<file path="config.mk">
export PLATFORM = sky130hd
export DESIGN_NAME = gepc_cell
export DESIGN_NICKNAME = d
export VERILOG_FILES = /design/src/hdl/gepc_pkg.sv /design/src/hdl/gepc_cell.sv
export SDC_FILE = /design/constraint.sdc
export NUM_CORES = 2
export LEC_CHECK = 0
export ABC_AREA = 0
export BUFFER_PORTS_ARGS = -buffer_cell sky130_fd_sc_hd__buf_4
export CORE_MARGIN = 2
export CORE_UTILIZATION = 35
export CTS_BUF_LIST = sky130_fd_sc_hd__clkbuf_4
export CTS_CLUSTER_SIZE = 14
export DETAILED_ROUTE_END_ITERATION = 7
export HOLD_SLACK_MARGIN = 0.12
export PLACE_DENSITY = 0.46
export REMOVE_ABC_BUFFERS = 1
export SLEW_MARGIN = 20
export SYNTH_ARGS = -nofsm -noshare
export SYNTH_HDL_FRONTEND = slang
export SYNTH_SLANG_ARGS = --single-unit
</file>
<file path="constraint.sdc">
create_clock -name clk -period 8.8 [get_ports clk]
set_input_delay 1.76 -clock clk [delete_from_list [all_inputs] [get_ports clk]]
set_output_delay 1.76 -clock clk [all_outputs]
set_load 0.005 [all_outputs]
</file>
<file path="src/hdl/gepc_pkg.sv">
// shared types, constants and helpers for the grid exit path counter
// no dependencies; used by gepc_cell and grid_exit_path_counter
`default_nettype none

package gepc_pkg;

  localparam int unsigned CNT_W = 30;
  localparam logic [CNT_W-1:0] PRIME = 30'd1000000007;

  // sequencer states
  typedef enum logic [2:0] {
    S_IDLE,
    S_RUN,
    S_FETCH,
    S_DONE
  } gepc_state_t;

  // per-cycle control broadcast along the cell row
  typedef struct packed {
    logic rd_en;    // read the column store
    logic rd_half;  // half holding the previous layer
    logic first;    // building layer 1: previous layer is all zero
    logic a_top;    // row in the sum stage is the top row
    logic a_bot;    // row in the sum stage is the bottom row
    logic wr_en;    // write the finished count
    logic wr_half;  // half receiving the new layer
  } gepc_ctrl_t;

  // modular add of two reduced values
  function automatic logic [CNT_W-1:0] add_mod(input logic [CNT_W-1:0] a,
                                               input logic [CNT_W-1:0] b);
    logic [CNT_W:0] s;
    s = {1'b0, a} + {1'b0, b};
    if (s >= {1'b0, PRIME}) begin
      s = s - {1'b0, PRIME};
    end
    return s[CNT_W-1:0];
  endfunction

endpackage

`default_nettype wire

</file>
<file path="src/hdl/gepc_cell.sv">
// one grid column: two-layer count store, row window and modular sum
// depends on gepc_pkg
`default_nettype none

module gepc_cell #(
  parameter int MAX_DIM = 64,
  parameter int COL_IDX = 0,
  parameter int AW      = (MAX_DIM > 1) ? $clog2(MAX_DIM) : 1,
  parameter int RW      = $clog2(MAX_DIM + 1)
) (
  input  wire logic                            clk,
  input  wire gepc_pkg::gepc_ctrl_t            ctrl,
  input  wire logic [AW-1:0]                   rd_addr,
  input  wire logic [AW-1:0]                   wr_addr,
  input  wire logic [RW-1:0]                   cols,
  input  wire logic [gepc_pkg::CNT_W-1:0]      left_in,
  input  wire logic [gepc_pkg::CNT_W-1:0]      right_in,
  output logic      [gepc_pkg::CNT_W-1:0]      mid_out,
  output logic      [gepc_pkg::CNT_W-1:0]      rd_out
);

  localparam int DW = gepc_pkg::CNT_W;

  logic [DW-1:0] mem [2**(AW+1)];
  logic [DW-1:0] rd_q_r;
  logic [DW-1:0] mid_r;
  logic [DW-1:0] up_r;
  logic [DW-1:0] ud_r;
  logic [DW-1:0] lr_r;
  logic [DW-1:0] rd_m;
  logic [DW-1:0] up_v;
  logic [DW-1:0] dn_v;
  logic [DW-1:0] lf_v;
  logic [DW-1:0] rt_v;
  logic          right_edge;

  // column store, one read and one write port
  always_ff @(posedge clk) begin
    if (ctrl.wr_en) begin
      mem[{ctrl.wr_half, wr_addr}] <= gepc_pkg::add_mod(ud_r, lr_r);
    end
    if (ctrl.rd_en) begin
      rd_q_r <= mem[{ctrl.rd_half, rd_addr}];
    end
  end

  // previous layer is zero while layer 1 is built
  assign rd_m = ctrl.first ? '0 : rd_q_r;

  // window over rows r-1 and r of this column
  always_ff @(posedge clk) begin
    mid_r <= rd_m;
    up_r  <= mid_r;
  end

  assign right_edge = (cols <= RW'(COL_IDX + 1));

  // neighbors, an off-grid neighbor counts one walk
  always_comb begin
    up_v = ctrl.a_top ? DW'(1) : up_r;
    dn_v = ctrl.a_bot ? DW'(1) : rd_m;
    lf_v = (COL_IDX == 0) ? DW'(1) : left_in;
    rt_v = right_edge ? DW'(1) : right_in;
  end

  // pair sums, finished in the write stage
  always_ff @(posedge clk) begin
    ud_r <= gepc_pkg::add_mod(up_v, dn_v);
    lr_r <= gepc_pkg::add_mod(lf_v, rt_v);
  end

  assign mid_out = mid_r;
  assign rd_out  = rd_q_r;

endmodule

`default_nettype wire

</file>
### Yosys cells after proc, flatten, opt, wreduce, memory -nomap -nowiden

Memory sizes are Yosys's and may differ from the RTL's. A register that Yosys moved wholly into a read port is not among the register bits.
Cells that the tools add are included.

| storage, ports and cells | value |
|---|---|
| flip-flop bits (word level) | 120 |
| bits in latches | 0 |
| RAM bits | 3,840 |
| ROM bits | 0 |
| input port bits | 87 |
| output and inout port bits | 60 |
| word-level logic and storage cells | 25 |
| memories | 1 |

Memories:

| name | words | width | rd ports | clocked after Yosys merged registers in | wr ports | RTL line | text |
|---|---|---|---|---|---|---|---|
| mem | 128 | 30 | 1 | 1 | 1 | gepc_cell.sv:24 | `logic [DW-1:0] mem [2**(AW+1)];` |

| operators by class | value |
|---|---|
| add/subtract/negate cells | 6 |
| multipliers | 0 |
| divide/modulo/power cells | 0 |
| magnitude comparators | 4 |
| eq/ne operators | 0 |
| shifts and indexed selects | 0 |
| multiplexer cells | 10 |
| bitwise logic cells | 0 |
| reduce and logical (&&, ||, !) cells | 0 |

Operators by type and width:

| operator | number |
|---|---|
| $mux 30 | 8 |
| $ge 31x30->1 const B | 3 |
| $sub 30x30->30 const B | 3 |
| $add 30x30->31 | 2 |
| $add 1x30->31 const A | 1 |
| $le 7x1->1 const B | 1 |
| $mux 1 | 2 |

### Longest topological paths before layout

| logic depth | value |
|---|---|
| depth in word-level cells | 5 |
| gate-level depth with buffers | 18 |
| depth with buffers taken out | 16 |

### Worst setup path after synthesis

Ideal clock, no wire load.

| timing path | value |
|---|---|
| kind | reg2reg |
| start | reg ud_r[0] |
| end | mem mem[0][28] in the netlist's numbering (data pin) |
| setup time | 0.931 ns |
| arrival time | 6.931 ns |
| required time | 7.869 ns |
| setup slack | 0.938 ns |
| stages on the path, launching flop included | 16 |
| period minus slack after synthesis | 7.862 ns |
| path through | dfxtp_1 > ha_1 > inv_1 > fa_1 > nor2b_4 > o2111a_1 > o21ai_4 > a31o_2 > xnor2_1 > or3_1 > nor4_2 > a211oi_1 > a221oi_4 > buf_6 > o211ai_1 > xnor2_1 |

| on the way | value |
|---|---|
| longest elaborated chain between the ends | 4 |
| elaborated cells between the ends (all ways) | 5 |
| classes of those cells | add/sub (2); order compare (1); mux (2) |

Ends and longest elaborated chain:

| element | RTL line | text |
|---|---|---|
| start, declared | gepc_cell.sv:28 | `logic [DW-1:0] ud_r;` |
| start signal, assigned | gepc_cell.sv:68 | `ud_r <= gepc_pkg::add_mod(up_v, dn_v);` |
| $add 30x30->31 (*) | gepc_pkg.sv:33 | `s = {1'b0, a} + {1'b0, b};` |
| $sub 30x30->30 or $ge 31x30->1 (tied branches) | gepc_pkg.sv:35, gepc_pkg.sv:34 |  |
| $mux 30 (*) | gepc_pkg.sv:34 | `if (s >= {1'b0, PRIME}) begin` |
| $mux 30 (*) | gepc_cell.sv:39 | `if (ctrl.wr_en) begin` |
| end, declared | gepc_cell.sv:24 |  |

Mark *: on every way between the ends. The rest lies on a longest branch, timed or not. The select of a mux whose other input is x is not followed.

### Worst setup path in the final report

| timing path | value |
|---|---|
| start | reg lr_r[6] |
| end | mem mem[22][24] in the netlist's numbering (data pin) |

| on the way | value |
|---|---|
| longest elaborated chain between the ends | 4 |
| elaborated cells between the ends (all ways) | 5 |
| classes of those cells | add/sub (2); order compare (1); mux (2) |

Ends and longest elaborated chain:

| element | RTL line | text |
|---|---|---|
| start, declared | gepc_cell.sv:29 | `logic [DW-1:0] lr_r;` |
| start signal, assigned | gepc_cell.sv:69 | `lr_r <= gepc_pkg::add_mod(lf_v, rt_v);` |
| $add 30x30->31 (*) | gepc_pkg.sv:33 |  |
| $sub 30x30->30 or $ge 31x30->1 (tied branches) | gepc_pkg.sv:35, gepc_pkg.sv:34 |  |
| $mux 30 (*) | gepc_pkg.sv:34 |  |
| $mux 30 (*) | gepc_cell.sv:39 |  |

Marked as above.

==> reports/metrics.csv <==
metric;value;unit
synth_flop_cell;edfxtp_1;
dieHeight;675;µm
ys_warn_count;0;
grt_max_degree;129;
initial_core_util;0.351;
die-area;0.455;mm²
layout_common_cells;edfxtp_1 (3870), clkbuf_4 (1629), mux4_2 (1260);
drc;0;
ff2ff_path_depth;14;
r2r_start;lr_r[6];
tightest_slew;1140;ps
place_congestion;0.793;
crit_cells;14;
tritoncts;done;
endpoint_kind;register;
grt_pass1_vias;83900;
finalNetCount;8266;
critPathLaunchType;register;
clock.fmax;0.166;GHz
clock_latency;1710;ps
slew_headroom;0.235;
io_pins;147;
yosysTopAreaCell;edfxtp_1;
slowest_stage;or4_1;
ys_async_sr_fraction;0;
cellLeakagePower;57.6;nW
syn_area;0.157;mm²
path_clk_slew;70;ps
crit_chain;ha_1 > a21oi_1 > o21ai_1 > a22oi_1 > a21oi_2 > a31oi_4 > nor2_1 > a211oi_2 > nand3_1 > or4_1 > a31oi_1 > o22a_4 > buf_4 > buf_4;
cts_made_buffers;1136;
first_iter_violations;7867;
io_buffers;115;
fin_crit;6040;ps
path_max_fanout;51;
post-route-period-util;0.686;
cp_data_required_time;10160;ps
ys_ff_latch;3990;
grt_usage;0.210;
via_per_inst;5.41;
skew;96.1;ps
cts_sinks;3990;
final_common_cell;edfxtp_1;
p_per_area;257;mW/mm²
fill_cells;40100;
synth_cell_types;113;
max-vdd-ir-drop;0.363;mV
rsz0062_at_grt;no;
core_area;0.448;mm²
grt_antenna_before_repair;82;
rr_endpoint;mem[22][24];
syn2layout_area_growth;15.1;%
crit_path_start;lr_r[6];
outcome;completed;
max_stage_delay;590;ps
synth.avg_cell_area;22.6;µm²
cts.htree.levels;7;
gr-total-overflow;0;
setup-tns-final;0;ps
setup_viol;0;
die-width;675;µm
synth_edf_count;3870;
wl;473000;µm
drive_gt1_frac;0.404;
slew_viol_final;0;
crit_buf_inv;2;
clockBufferDepth;5;
cpMostUsedCell;buf_4;
hp-class;register to register;
cts_root_buffer;clkbuf_4;
num_rows;246;
crit_family;compound AO/OA/AOI/OAI gates;
post_drt_wl_per_cell;32.0;µm
num_vias;80000;
syn_inst;6981;
hold_violations;0;
yosys-top-cells-area;edfxtp_1 (74%), mux4_2 (18%), dfxtp_1 (1.5%), clkbuf_1 (0.61%), nor2_1 (0.52%);
dp_hpwl;258000;µm
power;46.6;mW
setup.worst_path.end;mem[22][24];
synthDominantCellAreaShare;0.738;
ctsHoldBuffers;0;
ant_nets;0;
path_class;register to register;
post-cts-setup-buffers;0;
cts_resized;0;
ys_seq_area_frac;0.753;
firstDrtPassIters;5;
crit_arrival;7400;ps
maxCapViolations;0;
grt_pass1_wl;653000;µm
r2r_slack;2760;ps
registers in the layout, indices dropped and copies added (netlist names):
| signal | cells |
|---|---|
| up_r | 30 |
| mem | 3840 |
| mid_out | 30 |
| ud_r | 30 |
| rd_out | 30 |
| lr_r | 30 |
worst min path at each step:
stage	to	slack [ps]	cells past startpoint	start
floorplan	up_r[0]	350	0	mid_out[0]
global placement	up_r[7]	340	0	mid_out[7]
detailed placement	up_r[7]	340	0	mid_out[7]
CTS	lr_r[25]	170	3	right_in[25]
global route	lr_r[25]	270	3	right_in[25]
finish	up_r[5]	310	0	mid_out[5]
routing by layer:
metal	wire (µm)	GRT usage
met5	23	0
met4	11100	0.0829
met3	24900	0.0374
met2	239000	0.347
met1	198000	0.276
metrics by stage:
step / cell area, µm² / std cells / hold WS [ps] / util / setup slack, ps
after detailed placement: 168000 / 12900 / 338 / 0.374 / 1990
after floorplan: 156000 / 6625 / 353 / - / 698
after global routing: 181000 / 14800 / 273 / 0.404 / 2390
after global placement: 168000 / 12900 / 342 / 0.374 / 1930
final: 181000 / 14800 / 313 / 0.404 / 2760
after CTS: 181000 / 14700 / 170 / 0.404 / 2720
where the power goes:
group          leakage [nW]  internal (mW)  switching [mW]
Combinational          13.8           1.37            5.09
Sequential             35.9           24.0          0.0813
Clock                  7.92           8.61            7.44
Total                  57.6           34.0            12.6
synth_stat cells, drive strengths merged (14+ instances only):
library cell / count
buf: 99
xor2: 59
nor2b: 106
o211ai: 31
nand3: 56
nand2b: 23
mux4: 1260
a21oi: 100
xnor2: 79
nor2: 221
nor3: 43
nand4: 24
a21o: 31
dfxtp: 120
ha: 64
nor4: 17
a211oi: 25
inv: 27
and3: 15
clkbuf: 257
or3: 14
mux2: 33
edfxtp: 3870
nand2: 111
o21ai: 79
and2: 19
worst register-to-register path, cell delays in order, from the launching register on:
cell and delay, ps:
dfxtp_1 450, ha_1 370, a21oi_1 270, o21ai_1 200, a22oi_1 350, a21oi_2 170, a31oi_4 290, nor2_1 100
a211oi_2 570, nand3_1 380, or4_1 590, a31oi_1 250, o22a_4 420, buf_4 570, buf_4 640
cell type report:
type,count,area (µm²),share of cell area
diodes,84,210,0.00116
clock buffers,1629,12200,0.0675
flip-flops and latches,3990,119000,0.655
inverters,27,101,0.000559
well taps,5952,7450,0.0411
clock inverters,152,808,0.00446
repair buffers,350,3180,0.0175
multi-input cells,2608,38600,0.213
kinds of logic after synthesis:
group / Yosys count / synth area share
AO/OA/AOI/OAI: 404 / 0.0184
XOR/XNOR: 138 / 0.00777
adder cells (fa/ha/maj): 67 / 0.00540
buffers and inverters: 383 / 0.00955
flip-flops: 3990 / 0.753
multiplexers: 1299 / 0.183
AND/OR/NAND/NOR: 700 / 0.0228
Power figures use the tool's default switching activity.
